**src/lrhs_pkg.sv**
```systemverilog
// Shared types, codes and reset values of the link reconnect and heartbeat supervisor.
package lrhs_pkg;

    localparam int TIME_WIDTH_DEF = 32;
    localparam int APB_ADDR_WIDTH = 5;
    localparam int APB_DATA_WIDTH = 32;
    localparam int S_TDATA_WIDTH  = 40;
    localparam int M_TDATA_WIDTH  = 80;

    localparam logic [15:0] INIT_BACKOFF_RST = 16'd1;
    localparam logic [15:0] MAX_BACKOFF_RST  = 16'd60;
    localparam logic [15:0] HB_INTERVAL_RST  = 16'd30;
    localparam logic [7:0]  MAX_MISSED_RST   = 8'd3;
    localparam logic        CHECK_IN_RST     = 1'b1;

    localparam logic [15:0] RETRY_SAT = 16'hFFFF;
    localparam logic [7:0]  PING_SAT  = 8'hFF;

    typedef enum logic [2:0] {
        REG_INIT_BACKOFF = 3'd0,
        REG_MAX_BACKOFF  = 3'd1,
        REG_HB_INTERVAL  = 3'd2,
        REG_MAX_MISSED   = 3'd3,
        REG_CHECK_IN     = 3'd4
    } reg_idx_t;

    typedef enum logic [1:0] {
        CMD_TICK = 2'd0,
        CMD_DATA = 2'd1,
        CMD_RX   = 2'd2,
        CMD_LOSS = 2'd3
    } cmd_t;

    typedef enum logic [2:0] {
        ACT_NONE      = 3'd0,
        ACT_CONN_FAIL = 3'd1,
        ACT_CONNECTED = 3'd2,
        ACT_PING      = 3'd3,
        ACT_DROPPED   = 3'd4,
        ACT_DATA_SENT = 3'd5,
        ACT_DATA_DOWN = 3'd6
    } action_t;

    typedef struct packed {
        logic [15:0] initial_backoff;
        logic [15:0] max_backoff;
        logic [15:0] heartbeat_interval;
        logic [7:0]  max_missed_pings;
        logic        check_inbound;
    } cfg_t;

endpackage

```
**src/lrhs_cfg.sv**
```systemverilog
// APB configuration register file of the supervisor.
module lrhs_cfg (
    input  logic                                 aclk,
    input  logic                                 aresetn,
    input  logic                                 psel,
    input  logic                                 penable,
    input  logic                                 pwrite,
    input  logic [lrhs_pkg::APB_ADDR_WIDTH-1:0]  paddr,
    input  logic [lrhs_pkg::APB_DATA_WIDTH-1:0]  pwdata,
    output logic [lrhs_pkg::APB_DATA_WIDTH-1:0]  prdata,
    output logic                                 pready,
    output lrhs_pkg::cfg_t                       cfg
);
    import lrhs_pkg::*;

    cfg_t     cfg_reg;
    cfg_t     cfg_next;
    logic     wr_en;
    reg_idx_t idx;

    assign pready = 1'b1;
    assign wr_en  = psel && penable && pwrite && pready;
    assign idx    = reg_idx_t'(paddr[APB_ADDR_WIDTH-1:2]);
    assign cfg    = cfg_reg;

    always_comb begin
        cfg_next = cfg_reg;
        if (wr_en) begin
            unique case (idx)
                REG_INIT_BACKOFF: cfg_next.initial_backoff    = pwdata[15:0];
                REG_MAX_BACKOFF:  cfg_next.max_backoff        = pwdata[15:0];
                REG_HB_INTERVAL:  cfg_next.heartbeat_interval = pwdata[15:0];
                REG_MAX_MISSED:   cfg_next.max_missed_pings   = pwdata[7:0];
                REG_CHECK_IN:     cfg_next.check_inbound      = pwdata[0];
                default: ;
            endcase
        end
    end

    always_comb begin
        unique case (idx)
            REG_INIT_BACKOFF: prdata = {16'd0, cfg_reg.initial_backoff};
            REG_MAX_BACKOFF:  prdata = {16'd0, cfg_reg.max_backoff};
            REG_HB_INTERVAL:  prdata = {16'd0, cfg_reg.heartbeat_interval};
            REG_MAX_MISSED:   prdata = {24'd0, cfg_reg.max_missed_pings};
            REG_CHECK_IN:     prdata = {31'd0, cfg_reg.check_inbound};
            default:          prdata = '0;
        endcase
    end

    always_ff @(posedge aclk) begin
        if (!aresetn) begin
            cfg_reg.initial_backoff    <= INIT_BACKOFF_RST;
            cfg_reg.max_backoff        <= MAX_BACKOFF_RST;
            cfg_reg.heartbeat_interval <= HB_INTERVAL_RST;
            cfg_reg.max_missed_pings   <= MAX_MISSED_RST;
            cfg_reg.check_inbound      <= CHECK_IN_RST;
        end else begin
            cfg_reg <= cfg_next;
        end
    end

endmodule

```
**src/lrhs_engine.sv**
```systemverilog
// Link state update, result register and skid stage of the supervisor.
module lrhs_engine #(
    parameter int TIME_WIDTH = lrhs_pkg::TIME_WIDTH_DEF
) (
    input  logic                                aclk,
    input  logic                                aresetn,
    input  lrhs_pkg::cfg_t                      cfg,
    input  logic                                s_tvalid,
    output logic                                s_tready,
    // now_sec[31:0], connect_ok[32], send_ok[33], frame_ok[34], zero pad
    input  logic [lrhs_pkg::S_TDATA_WIDTH-1:0]  s_tdata,
    // cmd[1:0]
    input  logic [1:0]                          s_tuser,
    output logic                                m_tvalid,
    input  logic                                m_tready,
    // link_up[0], backoff_now[16:1], retry_count[32:17], pings_pending[40:33],
    // retry_at[72:41], zero pad
    output logic [lrhs_pkg::M_TDATA_WIDTH-1:0]  m_tdata,
    // action[2:0]
    output logic [2:0]                          m_tuser
);
    import lrhs_pkg::*;

    logic                    up_reg, up_next;
    logic [15:0]             backoff_reg, backoff_next;
    logic [TIME_WIDTH-1:0]   retry_reg, retry_next;
    logic [15:0]             fails_reg, fails_next;
    logic [TIME_WIDTH-1:0]   last_reg, last_next;
    logic [7:0]              pings_reg, pings_next;

    logic                    out_valid_reg, skid_valid_reg;
    logic [M_TDATA_WIDTH-1:0] out_data_reg, skid_data_reg;
    action_t                 out_act_reg, skid_act_reg;

    cmd_t                    cmd;
    logic [TIME_WIDTH-1:0]   now_t;
    logic                    connect_ok, send_ok, frame_ok;
    logic [TIME_WIDTH-1:0]   elapsed;
    logic [16:0]             dbl;
    logic [15:0]             grow;
    action_t                 act;
    logic [M_TDATA_WIDTH-1:0] res_data;
    logic                    accept, take;

    assign cmd        = cmd_t'(s_tuser);
    assign now_t      = TIME_WIDTH'(s_tdata[31:0]);
    assign connect_ok = s_tdata[32];
    assign send_ok    = s_tdata[33];
    assign frame_ok   = s_tdata[34];
    assign elapsed    = now_t - last_reg;
    assign dbl        = {backoff_reg, 1'b0};

    always_comb begin
        if (backoff_reg == 16'd0) begin
            grow = cfg.initial_backoff;
        end else if (dbl < {1'b0, cfg.max_backoff}) begin
            grow = dbl[15:0];
        end else begin
            grow = cfg.max_backoff;
        end
    end

    always_comb begin
        logic drop;
        drop         = 1'b0;
        act          = ACT_NONE;
        up_next      = up_reg;
        backoff_next = backoff_reg;
        retry_next   = retry_reg;
        fails_next   = fails_reg;
        last_next    = last_reg;
        pings_next   = pings_reg;
        unique case (cmd)
            CMD_TICK: begin
                if (up_reg) begin
                    if (cfg.heartbeat_interval != 16'd0 &&
                        elapsed >= TIME_WIDTH'(cfg.heartbeat_interval)) begin
                        if (pings_reg >= cfg.max_missed_pings || !send_ok) begin
                            drop = 1'b1;
                        end else begin
                            if (pings_reg != PING_SAT) begin
                                pings_next = pings_reg + 8'd1;
                            end
                            last_next = now_t;
                            act       = ACT_PING;
                        end
                    end
                end else if (now_t >= retry_reg) begin
                    if (!connect_ok) begin
                        if (fails_reg != RETRY_SAT) begin
                            fails_next = fails_reg + 16'd1;
                        end
                        backoff_next = grow;
                        retry_next   = now_t + TIME_WIDTH'(grow);
                        act          = ACT_CONN_FAIL;
                    end else begin
                        up_next      = 1'b1;
                        fails_next   = '0;
                        backoff_next = '0;
                        retry_next   = '0;
                        last_next    = now_t;
                        pings_next   = '0;
                        act          = ACT_CONNECTED;
                    end
                end
            end
            CMD_DATA: begin
                if (!up_reg) begin
                    act = ACT_DATA_DOWN;
                end else if (send_ok) begin
                    act = ACT_DATA_SENT;
                end else begin
                    drop = 1'b1;
                end
            end
            CMD_RX: begin
                pings_next = '0;
                if (cfg.check_inbound && !frame_ok) begin
                    drop = 1'b1;
                end
            end
            CMD_LOSS: begin
                if (up_reg) begin
                    drop = 1'b1;
                end
            end
        endcase
        if (drop) begin
            up_next      = 1'b0;
            backoff_next = '0;
            retry_next   = '0;
            pings_next   = '0;
            act          = ACT_DROPPED;
        end
    end

    assign res_data = {7'd0, 32'(retry_next), pings_next, fails_next, backoff_next, up_next};

    assign s_tready = !skid_valid_reg;
    assign accept   = s_tvalid && s_tready;
    assign take     = out_valid_reg && m_tready;

    assign m_tvalid = out_valid_reg;
    assign m_tdata  = out_data_reg;
    assign m_tuser  = out_act_reg;

    always_ff @(posedge aclk) begin
        if (!aresetn) begin
            up_reg         <= 1'b0;
            backoff_reg    <= '0;
            retry_reg      <= '0;
            fails_reg      <= '0;
            last_reg       <= '0;
            pings_reg      <= '0;
            out_valid_reg  <= 1'b0;
            skid_valid_reg <= 1'b0;
        end else begin
            if (accept) begin
                up_reg      <= up_next;
                backoff_reg <= backoff_next;
                retry_reg   <= retry_next;
                fails_reg   <= fails_next;
                last_reg    <= last_next;
                pings_reg   <= pings_next;
            end
            if (take || !out_valid_reg) begin
                out_valid_reg  <= skid_valid_reg || accept;
                skid_valid_reg <= 1'b0;
            end else if (accept) begin
                skid_valid_reg <= 1'b1;
            end
        end
    end

    always_ff @(posedge aclk) begin
        if (take || !out_valid_reg) begin
            if (skid_valid_reg) begin
                out_data_reg <= skid_data_reg;
                out_act_reg  <= skid_act_reg;
            end else begin
                out_data_reg <= res_data;
                out_act_reg  <= act;
            end
        end else if (accept) begin
            skid_data_reg <= res_data;
            skid_act_reg  <= act;
        end
    end

    a_skid_behind_main: assert property (@(posedge aclk) disable iff (!aresetn)
        skid_valid_reg |-> out_valid_reg)
        else $error("skid stage holds a beat while the result register is empty");

    a_down_no_pings: assert property (@(posedge aclk) disable iff (!aresetn)
        !up_reg |-> pings_reg == 8'd0)
        else $error("unanswered pings counted while link is down");

    a_up_no_backoff: assert property (@(posedge aclk) disable iff (!aresetn)
        up_reg |-> (backoff_reg == 16'd0 && retry_reg == '0))
        else $error("backoff state not cleared while link is up");

    a_connect_sets_up: assert property (@(posedge aclk) disable iff (!aresetn)
        (accept && act == ACT_CONNECTED) |=> up_reg)
        else $error("connect did not raise the link");

    a_drop_clears_up: assert property (@(posedge aclk) disable iff (!aresetn)
        (accept && act == ACT_DROPPED) |=> !up_reg)
        else $error("drop left the link up");

endmodule

```
**src/link_reconnect_heartbeat_supervisor_core.sv**
```systemverilog
// Top level of the link reconnect and heartbeat supervisor.
// Results are registered: an accepted beat's result enters the result register, or the skid stage.
// Throughput: one beat per cycle while s_tready is high; state update is one compare, add and doubling pass.
// A result register and a one-beat skid stage absorb one beat while m_tready is low;
// s_tready drops while the skid stage holds a beat.
// Reset: aresetn low clears link state and the output stages and loads register defaults.
module link_reconnect_heartbeat_supervisor_core #(
    parameter int TIME_WIDTH = lrhs_pkg::TIME_WIDTH_DEF
) (
    input  logic                                 aclk,
    input  logic                                 aresetn,
    input  logic                                 psel,
    input  logic                                 penable,
    input  logic                                 pwrite,
    input  logic [lrhs_pkg::APB_ADDR_WIDTH-1:0]  paddr,
    input  logic [lrhs_pkg::APB_DATA_WIDTH-1:0]  pwdata,
    output logic [lrhs_pkg::APB_DATA_WIDTH-1:0]  prdata,
    output logic                                 pready,
    input  logic                                 s_tvalid,
    output logic                                 s_tready,
    // now_sec[31:0], connect_ok[32], send_ok[33], frame_ok[34], zero pad
    input  logic [lrhs_pkg::S_TDATA_WIDTH-1:0]   s_tdata,
    // cmd[1:0]
    input  logic [1:0]                           s_tuser,
    output logic                                 m_tvalid,
    input  logic                                 m_tready,
    // link_up[0], backoff_now[16:1], retry_count[32:17], pings_pending[40:33],
    // retry_at[72:41], zero pad
    output logic [lrhs_pkg::M_TDATA_WIDTH-1:0]   m_tdata,
    // action[2:0]
    output logic [2:0]                           m_tuser
);
    import lrhs_pkg::*;

    cfg_t cfg;

    lrhs_cfg u_cfg (
        .aclk    (aclk),
        .aresetn (aresetn),
        .psel    (psel),
        .penable (penable),
        .pwrite  (pwrite),
        .paddr   (paddr),
        .pwdata  (pwdata),
        .prdata  (prdata),
        .pready  (pready),
        .cfg     (cfg)
    );

    lrhs_engine #(
        .TIME_WIDTH (TIME_WIDTH)
    ) u_engine (
        .aclk     (aclk),
        .aresetn  (aresetn),
        .cfg      (cfg),
        .s_tvalid (s_tvalid),
        .s_tready (s_tready),
        .s_tdata  (s_tdata),
        .s_tuser  (s_tuser),
        .m_tvalid (m_tvalid),
        .m_tready (m_tready),
        .m_tdata  (m_tdata),
        .m_tuser  (m_tuser)
    );

endmodule
```
**config.mk**
```make
export PLATFORM = sky130hd
export DESIGN_NAME = link_reconnect_heartbeat_supervisor_core
export DESIGN_NICKNAME = d
export VERILOG_FILES = /design/src/lrhs_pkg.sv /design/src/lrhs_cfg.sv /design/src/lrhs_engine.sv /design/src/link_reconnect_heartbeat_supervisor_core.sv
export SDC_FILE = /design/constraint.sdc
export NUM_CORES = 1
export LEC_CHECK = 0
export BUFFER_PORTS_ARGS = -buffer_cell sky130_fd_sc_hd__buf_2
export CORE_ASPECT_RATIO = 0.9
export CORE_MARGIN = 5
export CORE_UTILIZATION = 50
export CTS_BUF_LIST = sky130_fd_sc_hd__clkbuf_2
export DETAILED_ROUTE_END_ITERATION = 8
export HOLD_SLACK_MARGIN = 0.15
export PLACE_DENSITY = 0.69
export REMOVE_ABC_BUFFERS = 1
export SYNTH_ARGS = -nofsm -noshare
export SYNTH_HDL_FRONTEND = slang
export SYNTH_SLANG_ARGS = --single-unit
```
**constraint.sdc**
```tcl
create_clock -name aclk -period 17.65 [get_ports aclk]
set_clock_uncertainty 0.05 [all_clocks]
set_input_delay 0.8825 -clock aclk [delete_from_list [all_inputs] [get_ports aclk]]
set_output_delay 0.8825 -clock aclk [all_outputs]
set_load 0.05 [all_outputs]
```
* Word-level counts from Yosys, hierarchy flattened *
Cells that the tools add are included.

storage, ports and cells
  bits in registers = 316
  input port bits = 86
  word-level logic and storage cells = 120

operators by class
  add/sub/neg operators = 4
  magnitude comparators = 4
  eq/ne operators = 11
  muxes and demuxes = 55
  bitwise gates (word level) = 2
  reduce and logical (&&, ||, !) cells = 27

operators with widths
  kind                   number
  $mux 32                10
  $mux 16                12
  $pmux 16 s5            1
  $mux 73                1
  $mux 8                 7
  $add 32x16->32         1
  $ge 32x16->1           1
  $ge 32x32->1           1
  $sub 32x32->32         1
  $mux 3                 7
  $lt 17x16->1           1
  $add 16x1->16 const B  1
  $logic_not 16->1       1
  $ne 16x16->1 const B   1
  $pmux 8 s2             1
  $reduce_bool 16->1     1
  $mux 1                 12
  $reduce_and 2->1       6
  $add 8x1->8 const B    1
  $ge 8x8->1             1
  $ne 8x8->1 const B     1
  $eq 3x2->1 const B     2
  $logic_and 1x1->1      6
  $pmux 3 s2             1
  other kinds (15)       25

* Longest topological paths before layout *
  depth in word-level cells = 10
  gate-level depth with buffers = 26

* Hierarchy *
Synthesis repeated with hierarchy kept, for this count alone.

unflattened totals
  cell total of the unflattened synthesis = 2125
  area, all modules = 19387.3 um2

by module, submodules not included
  module       times used  cells an instance  area an instance (um2)  seq. area each (um2)
  lrhs_engine  1           1833               16528.4                 6706.4
  lrhs_cfg     1           292                2859.0                  1141.1

* Worst setup path before layout *
Ideal clock, no wire load.

  path type = input to register
  start point = input port m_tready
  end point = register u_engine.skid_act_reg[0] (enable)
  library setup time = 511 ps
  arrival = 6116 ps
  data required time = 17089 ps
  path slack = 10973 ps
  stages on the path = 2
  path buffers = 0
  cell sequence = nand2b_1 -> nor2_1

on the way
  cells in the longest elaborated chain, start to end = 4

RTL lines
  item                               line                                            RTL
  from (decl)                        link_reconnect_heartbeat_supervisor_core.sv:26  input logic m_tready,
  $logic_and 1x1->1                  lrhs_engine.sv:141                              assign take = out_valid_reg && m_tready;
  $logic_or 1x1->1                   lrhs_engine.sv:176                              if (take || !out_valid_reg) begin
  $not 1->1 (no source line)         -
  $reduce_and 2->1 (no source line)  -
  to (signal assigned)               lrhs_engine.sv:186                              skid_act_reg <= act;
  to (decl)                          lrhs_engine.sv:33                               action_t out_act_reg, skid_act_reg;

Every way passes these cells.
A chain may end at the register's enable or synchronous reset.

* Final worst setup path *
  start point = input port s_tdata[0] (netlist name)
  end point = register u_engine.retry_reg[25]

on the way
  cells in the longest elaborated chain, start to end = 7
  elaborated cells on any way between the ends = 13

RTL lines
  item                  line                                            RTL
  from (decl)           link_reconnect_heartbeat_supervisor_core.sv:22  input logic [lrhs_pkg::S_TDATA_WIDTH-1:0] s_tdata,
  $sub 32x32->32        lrhs_engine.sv:50                               assign elapsed = now_t - last_reg;
  $ge 32x16->1          lrhs_engine.sv:77                               elapsed >= TIME_WIDTH'(cfg.heartbeat_interval)) begin
  $logic_and 1x1->1     lrhs_engine.sv:76                               if (cfg.heartbeat_interval != 16'd0 &&
  $mux 1                lrhs_engine.sv:76
  $mux 1                lrhs_engine.sv:75                               if (up_reg) begin
  $pmux 1 s4            lrhs_engine.sv:73                               unique case (cmd)
  $mux 32 *             lrhs_engine.sv:128                              if (drop) begin
  to (signal assigned)  lrhs_engine.sv:161                              retry_reg <= retry_next;
  to (decl)             lrhs_engine.sv:26                               logic [TIME_WIDTH-1:0] retry_reg, retry_next;

Mark *: on every way between the ends. The rest lies on a longest branch, timed or not.

==> results.md <==
* Combinational fraction of design power at 0.189
* Critical Path Source Type: input pin
* Yosys cell types at 84
* Starting Density at 0.5058
* Pre-CTS WS at 10130 ps
* Asr flop ratio synth at 0
* Avg Inst Size Synth at 8.915 um^2
* Area of the multi-input gates at between 0.01 and 0.015 mm^2
* Max FO, Critical Path at 56
* Final core utilization at 0.5635
* Leak Pwr at roughly 8.7 nW
* WL per Instance at 19.67 um
* Die Area at ~0.043 mm^2
* First-pass GRT wire length at ~91 mm
* Area Overhead vs Synth at 11.40%
* CP Capture Type: flop
* CP Data Required Time at 18550 ps
* Largest net degree at the start of global routing at about 100
* Seq/Total Area, Yosys at 0.4043
* Placed cell areas at between 0.02 and 0.025 mm^2
* Final HPWL DP at 40.81 mm
* Post_cts resized at 0
* Post-synth EDFFs at between 150 and 200
* CTS tree: built
* DRT iter0 DRCs at between 1500 and 2000
* Vias at between 15000 and 20000
* Clock power frac at 0.319
* Synth top area share at 0.2352
* Die span in y at between 150 and 200 um
* Status: finished, final reports clean
* Critical Path AT at between 8000 and 9000 ps
* Die W at approximately 220 um
* Final Routed Wirelength at around 58 mm
* Hold WC Path Type: in -> reg
* P_sw at 0.5509 mW
* Number of max-slew violations in the final report at 0
* Synth Cell Area at between 0.015 and 0.02 mm^2
* P per Cell Area at ~75 mW/mm^2
* Largest cells by area after synthesis: edfxtp_1, dfxtp_1, ha_1, nand2_1, nor2_1
* Layout cells sized above 1 at 0.1575
* #FFs+latches synth at 316
* Layout filler cell count at approximately 3600
* WS Path Type: in -> reg
* Clock transition at path regs at roughly 90 ps
* Post-synth top cells: nand2_1, dfxtp_1, nor2_1
* Initial antenna violation count at 3
* Routability cong. at 0.9108
* Total track usage at 0.2638
* Sum Neg Setup Slack at 0 ps
* Vias/cell at 5.813
* Final setup vio count at 0
* Core ar. at about 0.038 mm^2
* Post-route ant nets at 0
* Dominant cell type by area after synthesis: edfxtp_1
* Slew HR at 0.1484
* Switching share of total power at 0.3388
* Max-Cap Viols at 0
* Final nets at approximately 2600
* Clock sink count at about 320
* CTS max path bufs at 3
* Hold_buf cts at 40
* Vias in the first global route at 16390
* Final Non-Filler Cells at a little under 3000
* Postcts setup bufs at 0
* Worst hold margin at around 270 ps
* Synth Flop Type: dfxtp_1
* Slack of the worst reg-to-reg path at 10820 ps
* Measured slew at the worst slew-check pin at 1266 ps
* # IOs at between 200 and 250
* Fmax at ~0.14 GHz
* Worst Setup Slack, final at between 10000 and 15000 ps
* Fin crit share at 0.4033
* Cells after Synth at about 2200
* FP Rows at approximately 70
* PortBufs at 156
* Register area at between 0.007 and 0.008 mm^2
* Design area at around 0.022 mm^2
* P_int at between 1 and 1.5 mW
* Count leader, synth: nand2_1
* Remaining Overflow, GRT at 0
* Drt drc at 0
* Worst skew pair latency at around 1100 ps
* Detailed Routing Iterations Pass 1 at 7
* VDD IR max at around 0.037 mV
* Pwr Total at around 1.6 mW
* H-tree level count at 3
* Post-Place Cells at 2751
* Final min period at ~7100 ps
* Num CTS Buffers at 83
* CTS root buffer: clkbuf_2
* Sequential Power Share at 0.492
* RSZ-0062 raised after global routing: false
* Synth warn at 0
* Hold Vio Cnt, Final at 0
==> cell usage in the layout (no fill, tap or decap), types with 108 or more instances in the layout <==
| master | count |
|---|---|
| a21oi_1 | 116 |
| buf_2 | 155 |
| clkbuf_2 | 128 |
| dfxtp_1 | 163 |
| edfxtp_1 | 152 |
| ha_1 | 124 |
| inv_1 | 142 |
| nand2_1 | 289 |
| nor2_1 | 155 |
| o21ai_0 | 108 |
==> cell families after synthesis <==
group           count (synthesis)  share of synthesized area
mux                            78                    0.04596
buf+inv                       292                    0.06421
simple gates                  746                     0.1811
fa+ha+maj                     126                    0.08200
compound gates                565                     0.1986
flops                         316                     0.4043
xor+xnor                       52                    0.02347
other cells                     2                  0.0003869
==> routing by layer <==
layer,part of all wire,vias up,track usage
li1,-,8233,-
met1,0.45,8146,0.3681
met2,0.46,663,0.4233
met3,0.067,94,0.04961
met4,0.021,0,0.07465
met5,0,-,0
==> area by class of cell <==
class                   instances  share of cell area
multi-input cells            1591              0.4843
clock buffers                 128             0.02963
clock inverters                25            0.005440
well taps                     525             0.03038
diodes                          4           0.0004630
inverters                     142             0.02465
flip-flops and latches        316              0.3631
repair buffers                217             0.06204
==> worst paths after layout <==
check,start,end,cells past startpoint
setup / recovery,s_tdata[0],u_engine.retry_reg[25],23
hold / removal,s_tdata[8],u_engine.last_reg[8],3
setup reg to reg,u_engine.last_reg[0],u_engine.retry_reg[25],20
hold reg to reg,u_engine.retry_reg[14],u_engine.retry_reg[14],2
==> power groups by stage <==
stage	sequential [mW]	combinational (mW)	clock, mW
floorplan	0.863	0.154	0
global placement	0.816	0.291	0
detailed placement	0.816	0.296	0
CTS	0.800	0.305	0.534
global route	0.802	0.332	0.572
finish	0.800	0.308	0.518
==> worst max-delay path: stages <==
cell and delay, ps:
dlygate4sd3_1 550, buf_2 140, inv_1 60, ha_1 230
fa_1 400, nand2b_1 250, a21oi_1 370, o2111ai_1 400
nand2_1 220, xor2_1 250, ha_1 290, a21oi_1 150
nor2b_1 90, a2111oi_0 420, nand4_1 160, a2111oi_0 630
o2111ai_1 200, and4b_1 430, and2_4 300, o31ai_4 230
buf_4 430, nor2_1 680, a22o_1 220
(Power assumes the default switching activity.)
